$ cat config.mk
export PLATFORM = sky130hd
export DESIGN_NAME = csrres_mac
export DESIGN_NICKNAME = d
export VERILOG_FILES = /design/src/rtl/csrres_pkg.sv /design/src/rtl/csrres_mac.sv
export VERILOG_INCLUDE_DIRS = /design/src /design/src/rtl
export SDC_FILE = /design/constraint.sdc
export NUM_CORES = 2
export LEC_CHECK = 0
export BUFFER_PORTS_ARGS = -buffer_cell sky130_fd_sc_hd__buf_2
export CORE_AREA = 4 4 296 298
export DETAILED_ROUTE_END_ITERATION = 8
export DIE_AREA = 0 0 300 302
export PLACE_DENSITY = 0.71
export SYNTH_ARGS = -nofsm -noshare
export SYNTH_HDL_FRONTEND = slang
export SYNTH_SLANG_ARGS = --single-unit
$ cat constraint.sdc
create_clock -name i_clk -period 12 [get_ports i_clk]
set_input_delay 0 -clock i_clk [delete_from_list [all_inputs] [get_ports i_clk]]
set_output_delay 0 -clock i_clk [all_outputs]
set_load 0.01 [all_outputs]
$ cat src/rtl/csr_sparse_residual_macros.svh
// Assertion shorthands shared by the residual block.
// Each macro expects i_clk and i_rst_n in scope.
`ifndef CSR_SPARSE_RESIDUAL_MACROS_SVH
`define CSR_SPARSE_RESIDUAL_MACROS_SVH

// Same-cycle implication, held off during reset.
`define CSRRES_ASSERT_NOW(lbl, ante, cons, msg) \
    lbl: assert property (@(posedge i_clk) disable iff (!i_rst_n) \
        (ante) |-> (cons)) else $error(msg);

// Next-cycle implication, held off during reset.
`define CSRRES_ASSERT_NEXT(lbl, ante, cons, msg) \
    lbl: assert property (@(posedge i_clk) disable iff (!i_rst_n) \
        (ante) |=> (cons)) else $error(msg);

`endif

$ cat src/rtl/csrres_pkg.sv
package csrres_pkg;

    localparam int COL_BITS  = 10;
    localparam int RES_BITS  = 32;
    localparam int OPND_BITS = 32;
    localparam int ACC_BITS  = 64;
    localparam int FRAC_BITS = 16;

    // Output queue: results queued plus results still in the pipeline.
    localparam int OFIFO_DEPTH = 4;
    localparam int OFIFO_PTR_BITS = $clog2(OFIFO_DEPTH);
    localparam int OFIFO_CNT_BITS = $clog2(OFIFO_DEPTH + 1);

    typedef enum logic [1:0] {
        CMD_LOAD    = 2'd0,
        CMD_START   = 2'd1,
        CMD_NONZERO = 2'd2,
        CMD_END     = 2'd3
    } t_cmd;

    // Control of one accepted transaction, handed to the datapath.
    typedef struct packed {
        logic valid;
        t_cmd cmd;
        logic col_ok;
    } t_issue;

    // One finished row.
    typedef struct packed {
        logic [COL_BITS-1:0]        row_number;
        logic signed [RES_BITS-1:0] residual;
        logic                       clipped;
    } t_result;

endpackage

$ cat src/rtl/csrres_mac.sv
module csrres_mac
    import csrres_pkg::*;
#(
    parameter int VECTOR_DEPTH = 1024,
    parameter int VALUE_BITS   = 32,
    parameter int ROW_BITS     = 10
) (
    input  logic                         i_clk,
    input  logic                         i_rst_n,
    input  t_issue                       i_issue,
    input  logic signed [VALUE_BITS-1:0] i_value,
    input  logic signed [VALUE_BITS-1:0] i_x_data,
    output logic                         o_push,
    output t_result                      o_result,
    output logic [1:0]                   o_pending
);

`include "csr_sparse_residual_macros.svh"

    localparam int PROD_BITS = 2 * VALUE_BITS;
    localparam int SH_BITS   = ACC_BITS - FRAC_BITS;
    localparam logic [ROW_BITS-1:0] ROW_LAST = ROW_BITS'(VECTOR_DEPTH - 1);
    localparam logic signed [SH_BITS-1:0] RES_MAX =
        SH_BITS'((64'sd1 <<< (VALUE_BITS - 1)) - 64'sd1);
    localparam logic signed [SH_BITS-1:0] RES_MIN = -RES_MAX - SH_BITS'(1);
    localparam logic signed [ACC_BITS-1:0] ACC_MAX = {1'b0, {(ACC_BITS-1){1'b1}}};
    localparam logic signed [ACC_BITS-1:0] ACC_MIN = {1'b1, {(ACC_BITS-1){1'b0}}};

    // Stage 1: x read in flight
    logic                         r_s1_valid;
    t_cmd                         r_s1_cmd;
    logic                         r_s1_col_ok;
    logic signed [VALUE_BITS-1:0] r_s1_value;

    // Stage 2: product ready, accumulator update
    logic                         r_s2_valid;
    t_cmd                         r_s2_cmd;
    logic signed [VALUE_BITS-1:0] r_s2_value;
    logic signed [PROD_BITS-1:0]  r_prod;

    logic signed [ACC_BITS-1:0]   r_acc, n_acc;
    logic                         r_ovf, n_ovf;
    logic [ROW_BITS-1:0]          r_row, n_row;

    logic signed [VALUE_BITS-1:0] x_eff;
    logic signed [PROD_BITS-1:0]  prod;
    logic signed [ACC_BITS-1:0]   prod_ext;
    logic signed [ACC_BITS-1:0]   diff;
    logic                         sub_ovf;
    logic signed [SH_BITS-1:0]    shifted;
    logic signed [VALUE_BITS-1:0] res_val;
    logic                         res_sat;
    logic [ROW_BITS+COL_BITS-1:0] row_ext;

    // Advance the control bits of both stages
    always_ff @(posedge i_clk) begin
        if (!i_rst_n) begin
            r_s1_valid <= 1'b0;
            r_s2_valid <= 1'b0;
        end else begin
            r_s1_valid <= i_issue.valid;
            r_s2_valid <= r_s1_valid;
        end
    end

    // Stage payloads
    always_ff @(posedge i_clk) begin
        r_s1_cmd    <= i_issue.cmd;
        r_s1_col_ok <= i_issue.col_ok;
        r_s1_value  <= i_value;
        r_s2_cmd    <= r_s1_cmd;
        r_s2_value  <= r_s1_value;
        r_prod      <= prod;
    end

    // Multiply; a column past the vector reads as zero
    assign x_eff = r_s1_col_ok ? i_x_data : '0;
    assign prod  = r_s1_value * x_eff;

    // Saturating subtract of the product
    assign prod_ext = ACC_BITS'(r_prod);
    assign diff     = r_acc - prod_ext;
    assign sub_ovf  = (r_acc[ACC_BITS-1] != prod_ext[ACC_BITS-1]) &&
                      (diff[ACC_BITS-1] != r_acc[ACC_BITS-1]);

    // Row end: drop fraction bits, clamp to the value range
    assign shifted = r_acc[ACC_BITS-1:FRAC_BITS];
    always_comb begin
        res_sat = 1'b0;
        res_val = shifted[VALUE_BITS-1:0];
        if (shifted > RES_MAX) begin
            res_val = RES_MAX[VALUE_BITS-1:0];
            res_sat = 1'b1;
        end else if (shifted < RES_MIN) begin
            res_val = RES_MIN[VALUE_BITS-1:0];
            res_sat = 1'b1;
        end
    end

    assign row_ext             = (ROW_BITS + COL_BITS)'(r_row);
    assign o_result.row_number = row_ext[COL_BITS-1:0];
    assign o_result.residual   = RES_BITS'(res_val);
    assign o_result.clipped    = r_ovf | res_sat;
    assign o_push              = r_s2_valid && (r_s2_cmd == CMD_END);

    assign o_pending = {1'b0, r_s1_valid && (r_s1_cmd == CMD_END)} +
                       {1'b0, r_s2_valid && (r_s2_cmd == CMD_END)};

    // Accumulator, overflow flag and row counter
    always_comb begin
        n_acc = r_acc;
        n_ovf = r_ovf;
        n_row = r_row;
        if (r_s2_valid) begin
            case (r_s2_cmd)
                CMD_START: begin
                    n_acc = ACC_BITS'(r_s2_value) <<< FRAC_BITS;
                    n_ovf = 1'b0;
                end
                CMD_NONZERO: begin
                    if (sub_ovf) begin
                        n_acc = r_acc[ACC_BITS-1] ? ACC_MIN : ACC_MAX;
                        n_ovf = 1'b1;
                    end else begin
                        n_acc = diff;
                    end
                end
                CMD_END: begin
                    n_acc = '0;
                    n_ovf = 1'b0;
                    n_row = (r_row == ROW_LAST) ? '0 : r_row + ROW_BITS'(1);
                end
                default: begin
                    n_acc = r_acc;
                end
            endcase
        end
    end

    always_ff @(posedge i_clk) begin
        if (!i_rst_n) begin
            r_acc <= '0;
            r_ovf <= 1'b0;
            r_row <= '0;
        end else begin
            r_acc <= n_acc;
            r_ovf <= n_ovf;
            r_row <= n_row;
        end
    end

    `CSRRES_ASSERT_NEXT(a_end_clears, r_s2_valid && (r_s2_cmd == CMD_END), (r_acc == '0) && !r_ovf, "row end did not clear accumulator")
    `CSRRES_ASSERT_NEXT(a_start_loads, r_s2_valid && (r_s2_cmd == CMD_START), (r_acc[FRAC_BITS-1:0] == '0) && !r_ovf, "row start left fraction bits or overflow")
    `CSRRES_ASSERT_NOW(a_row_range, 1'b1, r_row <= ROW_LAST, "row counter past vector depth")

endmodule

==> results.yml <==
global_routing:
  gr-total-overflow: 0
  grt_use_met2_pct: 52.2
  grt.busiest_layer: "met2"
  use_met1_pct: 40.3
  grt_usage_pct: 31.6
  antenna_found_initial: 10
  grt_max_degree: 183
  grt_pass1_vias: 38944
  grt_pass1_wl_mm: 222
  met3_usage_pct: 6.60
clocking:
  cts_made_buffers: 24
  clock_latency_ns: 0.55
  cts_tree: "yes"
  post_cts_buffers: 0
  clkSlewWorstSetupHoldPaths_ns: 0.07
  cts-root-buf: "clkbuf_16"
  cts_sinks: 210
  clockBufferDepth: 3
  htree_levels: 1
logic_synthesis:
  synth_ff_type: "dfxtp_1"
  synth_area_um2: 46300
  synthArstFlopShare_pct: 0
  yosysUniqueCellTypes: 63
  ys_ff_latch: 210
  syn-num-nets: 6477
  yosysSeqAreaShare_pct: 9.07
  syn_area_per_cell_um2: 9.13
  synth_edf_count: 0
  netlist_instances: 5074
  yosysWarningCount: 0
setup_path:
  startpoint_type: "flop"
  r2r_cells: 26
  rrSetupSlack_ns: 1.54
  reg2reg_to: "prod_ext[57]"
  worstPathRequired_ns: 12.40
  cp_max_fo: 182
  worstReg2RegStart: "r_s1_col_ok"
  path_class: "flop to flop"
  cp.arrival_ns: 10.85
  end_kind: "flop"
timing:
  tns_ns: 0
  finalCritPeriodShare_pct: 87.1
  hold_viol: 0
  setup_violations: 0
  fin_crit_ns: 10.46
  maxSlewHeadroom_pct: 18.4
  skew_ns: 0.0316
  rsz0062_at_grt: "no"
  worst_pin_slew_ns: 1.22
  fmax_ghz: 0.0956
  maxSlewViolCount: 0
finish:
  drive_above_1_share_pct: 5.00
  nNetsFinal: 6390
  layout_commonest_cell: "fa_1"
  synthToLayoutAreaGrowth_pct: 5.56
  fill_cells: 7515
  regArea_um2: 4210
  layout_common_cells: "fa_1, inv_1, nand2_1"
  multiInputGateArea_um2: 36900
drt:
  vias: 35858
  initialDrtViolationCount: 3072
  postRouteAntennaNets: 0
  drc: 0
  viasPerCell: 5.82
  drt-total-wl_mm: 138
  first_pass_iters: 5
  wl_per_cell_um: 22.5
hold_path:
  min_to: "prod_ext[2]"
  hold_path_class: "input pin to flop"
  holdPathStages: 4
  hp-start: "i_x_data[2]"
die:
  rows: 107
  die_x_um: 300
  core_um2: 84900
  num_io_pins: 116
  initial_core_util_pct: 54.6
  dieArea_um2: 90600
  die_height_um: 302
outcome:
  status: "finished clean"
placement:
  place_hpwl_mm: 105
  port_buffers: 115
  place.gp.congestion: 0.959
run:
  cap_viol_max_count: 0
[critical path, stage by stage (launching register included)]
cell	delay (ns)
dfxtp_4	0.83
buf_12	0.38
and2_1	0.91
nand2_1	0.21
fa_1	0.57
fa_1	0.55
inv_1	0.06
fa_1	0.52
fa_1	0.58
fa_1	0.43
fa_1	0.46
fa_1	0.49
inv_1	0.05
fa_1	0.51
inv_1	0.05
ha_1	0.25
a21o_1	0.20
a21o_1	0.16
a21oi_1	0.58
o211ai_1	0.21
a21oi_2	0.34
o21ai_1	0.16
a221oi_2	0.48
o21bai_1	0.21
a21o_1	0.25
and4b_1	0.19
or4_1	0.48
[what timing repair did]
item | in CTS | in global routing
hold endpoints to repair | 36 | 0
resized for setup | 0 | 0
hold buffers | 36 | 0
setup endpoints to repair | 0 | 0
[state kept, by name, summed over array words and instances (netlist names)]
register / flops
prod_ext: 64
r_acc: 64
r_ovf: 1
r_row: 10
r_s1_cmd: 2
r_s1_col_ok: 1
r_s1_valid: 1
r_s1_value: 32
r_s2_cmd: 2
r_s2_valid: 1
r_s2_value: 32
[per-stage QoR]
step	hold slack (ns)	setup WS, ns	utilization [%]	area (um^2)	instances
floorplan	0.0277	3.56	-	46300	5074
global placement	0.102	1.92	56.1	47600	6069
detailed placement	0.104	1.78	56.1	47600	6069
CTS	0.0470	1.72	57.6	48900	6149
global route	0.0851	1.21	57.6	48900	6151
finish	0.0813	1.54	57.6	48900	6158
[cells by family after synthesis]
| group | synth area share [%] |
|---|---|
| AOI/OAI and AO/OA | 8.45 |
| buffers and inverters | 11.3 |
| adders and majority gates | 53.6 |
| xor gates and xnor gates | 2.59 |
| muxes | 0.0891 |
| and+or+nand+nor | 15.0 |
| DFF | 9.07 |
[area by class of cell]
cell class	instances	share of cell area, %
multi-input cells	3475	75.5
flip-flops and latches	210	8.60
inverters	1063	8.16
well taps	1144	2.93
repair buffers	213	2.89
clock buffers	27	1.29
clock inverters	17	0.560
diodes	9	0.0460
[Yosys cell counts (3+ instances only)]
master        n  share of area [%]
o221ai_1      5              0.095
a211oi_1     13               0.21
o211ai_1     13               0.21
o31ai_1       5              0.081
and3_1      526                7.1
ha_1        249                6.7
o21a_1       20               0.32
a221o_1       4              0.086
a211o_1       5              0.095
nor2_1      103               0.83
o21bai_1     20               0.32
a41oi_1       3              0.057
mux2i_1       3              0.065
o41ai_1       3              0.057
or2_2        11               0.15
or3_1         7              0.095
nor2b_1      12               0.16
buf_1         3              0.024
a31oi_1      19               0.26
a21oi_1     185                2.0
nand2b_1     11               0.15
a21o_1      107                1.7
a221oi_1     12               0.23
and4_1        3              0.057
inv_1      1063                8.6
a2111oi_0     3              0.057
xnor2_1      86                1.6
nor3_1       15               0.16
nand3_1      48               0.52
nand4_1      31               0.42
nand2_1     568                4.6
o21ai_1       7              0.076
o21ai_0     144                1.6
or4_1         4              0.065
dfxtp_1     210                9.1
and2_1       36               0.49
nor4_1        4              0.054
fa_1       1084                 47
xor2_1       51               0.96
a21boi_0     20               0.32
o2111ai_1     7               0.13
clkbuf_1    323                2.6
[worst max-delay path by stage]
| stage | from | endpoint | slack (ns) | cells past startpoint |
|---|---|---|---|---|
| finish | r_s1_col_ok | prod_ext[57] | 1.54 | 26 |
| global route | r_s1_col_ok | prod_ext[57] | 1.21 | 26 |
| CTS | r_s1_col_ok | prod_ext[57] | 1.72 | 24 |
| detailed placement | r_s1_col_ok | prod_ext[57] | 1.78 | 24 |
| global placement | r_s1_col_ok | prod_ext[57] | 1.92 | 24 |
| floorplan | r_s1_col_ok | prod_ext[63] | 3.56 | 29 |
[routing by layer]
metal  part of all wire [%]  routed length [um]  up-vias
met1                     39               53400    18173
met2                     46               64100     1755
met4                    5.8                8050        2
met5                  0.011                  15        -
li1                       -                   -    15493
met3                    9.2               12700      435
Power is left out: the tool's default activity adds up to more than one toggle a clock period on the data nets, which glitch-free logic cannot reach.
