==> config.mk <==
export PLATFORM = sky130hd
export DESIGN_NAME = csrres_ofifo
export DESIGN_NICKNAME = d
export VERILOG_FILES = /design/src/rtl/csrres_pkg.sv /design/src/rtl/csrres_ofifo.sv
export VERILOG_INCLUDE_DIRS = /design/src /design/src/rtl
export SDC_FILE = /design/constraint.sdc
export NUM_CORES = 1
export LEC_CHECK = 0
export BUFFER_PORTS_ARGS = -buffer_cell sky130_fd_sc_hd__buf_4
export CAP_MARGIN = 20
export CORE_ASPECT_RATIO = 0.7
export CORE_MARGIN = 5
export CORE_UTILIZATION = 57
export DETAILED_ROUTE_END_ITERATION = 12
export PLACE_DENSITY_LB_ADDON = 0.25
export SETUP_SLACK_MARGIN = 0.1
export SLEW_MARGIN = 20
export SYNTH_ARGS = -nofsm -noshare
export SYNTH_HDL_FRONTEND = slang
export SYNTH_SLANG_ARGS = --single-unit
==> constraint.sdc <==
create_clock -name i_clk -period 2.8 [get_ports i_clk]
set_input_delay 0.28 -clock i_clk [delete_from_list [all_inputs] [get_ports i_clk]]
set_output_delay 0.28 -clock i_clk [all_outputs]
set_load 0.05 [all_outputs]
==> src/rtl/csr_sparse_residual_macros.svh <==
// Assertion shorthands shared by the residual block.
// Each macro expects i_clk and i_rst_n in scope.
`ifndef CSR_SPARSE_RESIDUAL_MACROS_SVH
`define CSR_SPARSE_RESIDUAL_MACROS_SVH

// Same-cycle implication, held off during reset.
`define CSRRES_ASSERT_NOW(lbl, ante, cons, msg) \
    lbl: assert property (@(posedge i_clk) disable iff (!i_rst_n) \
        (ante) |-> (cons)) else $error(msg);

// Next-cycle implication, held off during reset.
`define CSRRES_ASSERT_NEXT(lbl, ante, cons, msg) \
    lbl: assert property (@(posedge i_clk) disable iff (!i_rst_n) \
        (ante) |=> (cons)) else $error(msg);

`endif

==> src/rtl/csrres_pkg.sv <==
package csrres_pkg;

    localparam int COL_BITS  = 10;
    localparam int RES_BITS  = 32;
    localparam int OPND_BITS = 32;
    localparam int ACC_BITS  = 64;
    localparam int FRAC_BITS = 16;

    // Output queue: results queued plus results still in the pipeline.
    localparam int OFIFO_DEPTH = 4;
    localparam int OFIFO_PTR_BITS = $clog2(OFIFO_DEPTH);
    localparam int OFIFO_CNT_BITS = $clog2(OFIFO_DEPTH + 1);

    typedef enum logic [1:0] {
        CMD_LOAD    = 2'd0,
        CMD_START   = 2'd1,
        CMD_NONZERO = 2'd2,
        CMD_END     = 2'd3
    } t_cmd;

    // Control of one accepted transaction, handed to the datapath.
    typedef struct packed {
        logic valid;
        t_cmd cmd;
        logic col_ok;
    } t_issue;

    // One finished row.
    typedef struct packed {
        logic [COL_BITS-1:0]        row_number;
        logic signed [RES_BITS-1:0] residual;
        logic                       clipped;
    } t_result;

endpackage

==> src/rtl/csrres_ofifo.sv <==
module csrres_ofifo
    import csrres_pkg::*;
(
    input  logic                      i_clk,
    input  logic                      i_rst_n,
    input  logic                      i_push,
    input  t_result                   i_result,
    input  logic                      i_pop,
    output logic                      o_valid,
    output t_result                   o_result,
    output logic [OFIFO_CNT_BITS-1:0] o_count
);

`include "csr_sparse_residual_macros.svh"

    t_result                   r_slot [OFIFO_DEPTH];
    logic [OFIFO_PTR_BITS-1:0] r_wr_ptr;
    logic [OFIFO_PTR_BITS-1:0] r_rd_ptr;
    logic [OFIFO_CNT_BITS-1:0] r_count;
    logic                      pop_ok;

    assign pop_ok   = i_pop && (r_count != '0);
    assign o_valid  = (r_count != '0);
    assign o_result = r_slot[r_rd_ptr];
    assign o_count  = r_count;

    // Store a finished row
    always_ff @(posedge i_clk) begin
        if (i_push) begin
            r_slot[r_wr_ptr] <= i_result;
        end
    end

    // Advance pointers and occupancy
    always_ff @(posedge i_clk) begin
        if (!i_rst_n) begin
            r_wr_ptr <= '0;
            r_rd_ptr <= '0;
            r_count  <= '0;
        end else begin
            if (i_push) begin
                r_wr_ptr <= r_wr_ptr + OFIFO_PTR_BITS'(1);
            end
            if (pop_ok) begin
                r_rd_ptr <= r_rd_ptr + OFIFO_PTR_BITS'(1);
            end
            case ({i_push, pop_ok})
                2'b10:   r_count <= r_count + OFIFO_CNT_BITS'(1);
                2'b01:   r_count <= r_count - OFIFO_CNT_BITS'(1);
                default: r_count <= r_count;
            endcase
        end
    end

    `CSRRES_ASSERT_NOW(a_no_overflow, i_push, (r_count < OFIFO_CNT_BITS'(OFIFO_DEPTH)) || pop_ok, "push into full result queue")

endmodule

==> impl_metrics.ini, run 1 <==
[finish]
fill_cells = 730
final_common_cell = edfxtp_1
most-common-layout-cells = edfxtp_1, buf_4, mux4_2, clkbuf_16, dfxtp_1
stdcell_count = 551
diodes = 0
nets = 434
drive_gt1_frac = 0.447
final_area_um2 = 8220
syn_to_final_growth_pct = 22.3

[clock_tree]
cts_max_path_buffers = 2
root_buffer = clkbuf_16
cts_resized = 0
cts_buffers = 17
postCtsSetupRepairBufs = 0
h-tree-depth = 4
clk_latency_ps = 420
clk_pin_slew_ps = 70
cts_hold_buf = 0
cts_tree = done
cts.sinks = 181

[detailed_routing]
routed_wirelength_um = 11500
route.vias.total = 3061
post_drt_wl_per_cell_um = 20.9
vias_per_cell = 5.56
drc_errors = 0
drtIter0Drc = 158
dr.pass1.iters = 4
drtAntennaViolNets = 0

[synth]
synth_warnings = 0
avgSynthCellArea_um2 = 24.8
async_flop_share = 0
yosys-top-cells-area = edfxtp_1, mux4_2, dfxtp_1, buf_12, mux4_1
synth_top_cell_by_area = edfxtp_1
synth_flop_cell = edfxtp_1
syn_inst = 271
ys_seq_elements = 181
yosysTopAreaCellShare = 0.769
synthDistinctLibCells = 22
syn_nets = 324
synth_area_um2 = 6720
ys_seq_area_frac = 0.796
synth_edf_count = 172

[timing]
drv_slew = 0
setup_violations = 0
whs_ps = 59.3
worst_pin_slew_ps = 530
hold_violations = 0
period_share = 0.852
fin_skew_ps = 12.7
timing.setup.tns_ps = 0
period_needed_ps = 2390
relSlewSlack = 0.647
rsz0062_at_grt = false
fmax_mhz = 419

[place]
dpl-instance-area_um2 = 7630
gp_congestion = 0.712
hpwlAfterDp_um = 6950
io_buffers = 93
dp.cells = 519

[power]
leakage_nw = 2.80
ir_worst_vdd_uv = 611
power_density_nw_per_um2 = 927
finalPower_w = 0.00762

[critical_path]
critPathLaunchType = register
crit_type = reg -> out
slowest_delay_ps = 650
crit_path_top_delay_cell = dfxtp_4
crit_chain = buf_4 -> mux4_2 -> buf_4
critPathMaxFanout = 23
worstPathRequired_ps = 2520
path_common_cell = buf_4
endpoint_kind = output pin
crit_family = flip-flops
path_buf_inv = 2
cp.arrival_ps = 2110

[floorplanning]
die_y_um = 101
row_count = 33
die_w_um = 140
start_util = 0.579
die_area_um2 = 14100
pin_count = 94
core_um2 = 11600

[status]
status = completed

[grt]
antenna_found_initial = 0
grt_pass1_wl_um = 18100
grt_pass1_vias = 3241
grt_overflow = 0
grt_max_degree = 37
grt_usage = 0.175

[run]
maxCapViolCount = 0

[hold_path]
hold_class = in -> reg
==> layout make-up <==
cell class	instances	area (µm²)	area share
tap	157	196	0.0239
timing repair buffer	101	821	0.0999
sequential	181	5350	0.651
clock buffer	17	425	0.0518
multi-input combinational	74	1240	0.151
clock inverter	15	163	0.0198
inverter	6	22.5	0.00274
==> power breakdown <==
group	total (W)	internal, W	switching [W]
sequential	0.00326	0.00313	0.000129
combinational	0.00201	0.000768	0.00124
clock	0.00235	0.00139	0.000956
==> through the flow <==
stage	util	worst slack [ps]
CTS	0.708	349
global placement	0.658	788
finish	0.708	413
global route	0.708	262
detailed placement	0.658	802
floorplan	-	630
==> cells in the mapped netlist, drive strengths merged, types with 2 or more instances <==
library cell	count
and2	8
buf	9
dfxtp	9
edfxtp	172
ha	5
inv	6
mux4	43
nor2b	3
o21ai	2
or3	2
xnor2	3
xor2	2
==> worst register-to-register path: cells and delay by family (launching register included) <==
kind,cells,cell delay (ps)
compound gates,2,380
fa+ha+maj,2,570
buf+inv,1,60
xor+xnor,1,160
flops,1,440
simple gates,1,300
==> cells by family after synthesis <==
family,count (synthesis),share of synthesized area
AOI/OAI and AO/OA,5,0.00522
DFF,181,0.796
and+or+nand+nor,14,0.0127
muxes,44,0.147
xor gates and xnor gates,5,0.00652
adders and majority gates,6,0.0123
buffers and inverters,16,0.0205
==> routing by layer <==
metal | wire length, µm | vias up | track usage
met5 | 0 | - | 0
met4 | 121 | 0 | 0.0581
met3 | 605 | 11 | 0.0560
met2 | 5510 | 102 | 0.271
met1 | 5290 | 1588 | 0.242
li1 | - | 1360 | -
==> registers in the layout, summed over array words and instances (netlist names), named ones only <==
register  cells
o_count       3
r_rd_ptr      2
r_slot      172
r_wr_ptr      2
==> worst paths after layout <==
check / from / end / slack, ps / cells past startpoint
max reg2reg: o_count[0] / o_count[2] / 830 / 7
min: i_result[4] / r_slot[0][4] / 60 / 1
max: register / o_result[2] / 410 / 3
min reg2reg: r_rd_ptr[0] / r_rd_ptr[0] / 570 / 2
No activity file was read; power rests on OpenSTA's default activity.
==> inputs of run 2 (changes only) <==
--- a/constraint.sdc
+++ b/constraint.sdc
@@ -3,2 +3,2 @@
 set_output_delay 0.28 -clock i_clk [all_outputs]
-set_load 0.05 [all_outputs]
+set_load 0.01 [all_outputs]
==> impl_metrics.ini, run 2 (synthesis gave the netlist of run 1 again) <==
[detailed_routing]
drtIter0Drc = 234
dr.pass1.iters = 4
routed_wirelength_um = 11500
drtAntennaViolNets = 0
post_drt_wl_per_cell_um = 20.9
route.vias.total = 3086
drc_errors = 0
vias_per_cell = 5.60

[critical_path]
worstPathRequired_ps = 2520
critPathMaxFanout = 24
reg2reg_depth = 7
endpoint_kind = output pin
crit_chain = buf_4 -> mux4_2 -> buf_4
regToRegSetupSlack_ps = 790
crit_path_top_delay_cell = dfxtp_4
cp.arrival_ps = 2070
path_common_cell = buf_4
worst_r2r_endpoint = o_count[2]
slowest_delay_ps = 670
critPathLaunchType = register
crit_type = reg -> out
reg2reg_from = o_count[0]

[finish]
diodes = 0
nets = 434
largest_reg_flops = 172
largest_register = r_slot
final_util = 0.704
syn_to_final_growth_pct = 21.6
most-common-layout-cells = edfxtp_1, buf_4, mux4_2, clkbuf_16, dfxtp_1
fill_cells = 751
drive_gt1_frac = 0.442
final_common_cell = edfxtp_1

[floorplanning]
die_area_um2 = 14100
pin_count = 94
start_util = 0.579
die_y_um = 101
row_count = 33
die_w_um = 140
core_um2 = 11600

[clock_tree]
postCtsSetupRepairBufs = 0
cts_tree = done
cts.sinks = 181
clk_pin_slew_ps = 60
h-tree-depth = 4
cts_max_path_buffers = 2
clk_latency_ps = 410
cts_hold_buf = 0
root_buffer = clkbuf_16
cts_resized = 0
cts_buffers = 17

[timing]
worst_pin_slew_ps = 537
timing.setup.tns_ps = 0
hold_violations = 0
rsz0062_at_grt = false
setup_violations = 0
period_needed_ps = 2350
period_share = 0.840
fin_skew_ps = 4.71
relSlewSlack = 0.642
whs_ps = 67.6
drv_slew = 0
fmax_mhz = 425

[hold_path]
whs_path_depth = 1
hold_class = in -> reg
hp-start = i_result[30]
whs_endpoint = r_slot[2][30]

[grt]
antenna_found_initial = 0
grt_pass1_vias = 3332
gr-usage-met3 = 0.0545
gr-usage-met2 = 0.292
met1_usage = 0.230
grt_overflow = 0
grt_max_degree = 27
grt_pass1_wl_um = 18500
busiest_layer = met2
grt_usage = 0.177

[place]
gp_congestion = 0.723
io_buffers = 93
hpwlAfterDp_um = 7240

[status]
status = completed

[power]
ir_worst_vdd_uv = 594
power_density_nw_per_um2 = 822
leakage_nw = 2.77

[run]
maxCapViolCount = 0
run 2: worst max-delay path by stage:
stage / startpoint / end / slack [ps] / cells after the start
6_report: register / o_result[19] / 450 / 3
5_1_grt: register / o_result[25] / 310 / 3
4_1_cts: register / o_result[25] / 390 / 3
3_5_place_dp: o_count[0] / o_count[2] / 800 / 7
3_3_place_gp: register / o_result[19] / 870 / 3
2_1_floorplan: r_wr_ptr[0] / r_slot[2][0] / 820 / 3
run 2: critical path, delay by kind of cell (launching register included):
kind / cells / cell delay, ps
buffers and inverters: 2 / 440
flip-flops: 1 / 670
multiplexers: 1 / 540
run 2: final cells by class:
type / instances / area (µm²) / share of cell area
Clock inverter: 14 / 113 / 0.0138
Tap cell: 157 / 196 / 0.0240
Clock buffer: 18 / 429 / 0.0525
Sequential cell: 181 / 5350 / 0.655
Inverter: 6 / 22.5 / 0.00276
Multi-Input combinational cell: 74 / 1240 / 0.152
Timing Repair Buffer: 101 / 821 / 0.100
run 2: power breakdown:
part	total (W)	internal [W]	switching (W)	leakage, nW
sequential	0.00326	0.00313	0.000133	1.65
combinational	0.00130	0.000749	0.000549	0.863
clock	0.00216	0.00121	0.000949	0.256
total	0.00672	0.00509	0.00163	2.77
run 2: metal layers:
layer | vias to the layer above | routed length (µm) | part of all wire
met3 | 8 | 719 | 0.062
met5 | - | 0 | 0
met1 | 1631 | 4730 | 0.41
li1 | 1358 | - | -
met2 | 89 | 5970 | 0.52
met4 | 0 | 88 | 0.0076
run 2: metrics by stage:
step | worst slack, ps | power (W) | instance area [µm²] | instances
floorplan | 819 | 0.00412 | 6720 | 271
global route | 312 | 0.00702 | 8170 | 551
CTS | 386 | 0.00680 | 8170 | 551
finish | 448 | 0.00672 | 8170 | 551
detailed placement | 802 | 0.00465 | 7630 | 519
global placement | 869 | 0.00461 | 7630 | 519
==> inputs of run 3 (changes only) <==
clock period = 2.36 ns   (was 2.8 ns; I/O delays follow)
==> impl_metrics.ini, run 3 (synthesis gave the netlist of run 1 again) <==
[place]
hpwlAfterDp_um = 7580
dp.cells = 526
io_buffers = 93
gp_congestion = 0.718

[floorplanning]
start_util = 0.579
die_w_um = 140
core_um2 = 11600
die_y_um = 101
row_count = 33
pin_count = 94
die_area_um2 = 14100

[grt]
grt_max_degree = 37
grt_overflow = 0
grt_usage = 0.180
grt_pass1_vias = 3283
antenna_found_initial = 0
grt_pass1_wl_um = 18400

[detailed_routing]
drtAntennaViolNets = 0
drc_errors = 0
dr.max_layer_used = met4
post_drt_wl_per_cell_um = 21.2
wl_met2_um = 5900
route.vias.total = 3096
routed-wl-met3_um = 716
dr.pass1.iters = 4
met1Wirelength_um = 5280
routed_wirelength_um = 12000
vias_per_cell = 5.47
drtIter0Drc = 165

[power]
switching_share = 0.240
seqPwrFrac = 0.480
p_int_w = 0.00609
power_density_nw_per_um2 = 966
leakage_nw = 2.84
pwr-share-clk = 0.314
finalPower_w = 0.00802
p_comb_frac = 0.206
switchingPower_w = 0.00192
ir_worst_vdd_uv = 717

[finish]
syn_to_final_growth_pct = 23.5
diodes = 0
fill_cells = 706
seq_area_um2 = 5350
largest_register = r_slot
multi_input_area_um2 = 1240
most-common-layout-cells = edfxtp_1, buf_4, mux4_2, clkbuf_16
nets = 449
final_common_cell = edfxtp_1
drive_gt1_frac = 0.438
stdcell_count = 566
largest_reg_flops = 172

[critical_path]
worstPathRequired_ps = 2120
cp.arrival_ps = 1860
critPathLaunchType = register
critPathMaxFanout = 15
reg2reg_from = o_count[0]
endpoint_kind = output pin
path_common_cell = buf_4
regToRegSetupSlack_ps = 340
crit_chain = buf_4 -> mux4_2 -> buf_4
crit_type = reg -> out
crit_path_top_delay_cell = dfxtp_2
slowest_delay_ps = 590

[timing]
period_share = 0.887
fmax_mhz = 478
timing.setup.tns_ps = 0
rsz0062_at_grt = false
hold_violations = 0
setup_violations = 0
fin_skew_ps = 8.41
relSlewSlack = 0.654
period_needed_ps = 2090
drv_slew = 0
worst_pin_slew_ps = 519

[clock_tree]
cts_resized = 0
cts_buffers = 17
h-tree-depth = 4
clk_latency_ps = 420
cts_tree = done
clk_pin_slew_ps = 70
cts.sinks = 181
root_buffer = clkbuf_16
cts_max_path_buffers = 2

[hold_path]
hp-start = i_result[16]
hold_class = in -> reg

[status]
status = completed

[run]
maxCapViolCount = 0
-- run 3: path summary, 6_finish.rpt --
path | to | cells after the start
max reg2reg | o_count[2] | 7
min reg2reg | o_count[2] | 2
min | r_slot[2][16] | 1
max | o_result[27] | 3
-- run 3: layout make-up --
cell class,count,area share
multi-input cells,74,0.150
clock buffers,21,0.0531
inverters,6,0.00271
flip-flops and latches,181,0.645
repair buffers,116,0.116
clock inverters,11,0.0104
well taps,157,0.0237
-- run 3: power groups by stage --
stage / clock network (W) / registers, W / logic (W)
after floorplan: 0 / 0.00384 / 0.00105
after global placement: 0 / 0.00394 / 0.00159
after detailed placement: 0 / 0.00395 / 0.00160
after CTS: 0.00256 / 0.00385 / 0.00168
after global routing: 0.00271 / 0.00387 / 0.00178
final: 0.00252 / 0.00385 / 0.00165
-- run 3: timing repair --
action                                  in CTS  in global routing
hold buffers                                 4                  3
endpoints found under the setup margin       7                  0
endpoints found under the hold margin       15                  9
buffers inserted                             1                  0
-- run 3: per-stage QoR --
stage / setup WS (ps) / instance area, µm² / hold slack [ps] / utilization
2_1_floorplan: 379 / 6720 / 335 / -
3_3_place_gp: 519 / 7680 / 436 / 0.662
3_5_place_dp: 348 / 7680 / 439 / 0.662
4_1_cts: 225 / 8270 / 0.788 / 0.712
5_1_grt: 174 / 8300 / 1.58 / 0.715
6_report: 266 / 8300 / 19.4 / 0.715
-- run 3: worst max-delay path, delay by kind of cell (launching register included) --
family	cells	cell delay, ps
buf+inv	2	480
mux	1	380
flops	1	590
-- run 3: per-layer routing --
| layer | vias up | track usage |
|---|---|---|
| li1 | 1384 | - |
| met1 | 1610 | 0.238 |
| met2 | 91 | 0.290 |
| met3 | 11 | 0.0616 |
| met4 | 0 | 0.0536 |
| met5 | - | 0 |
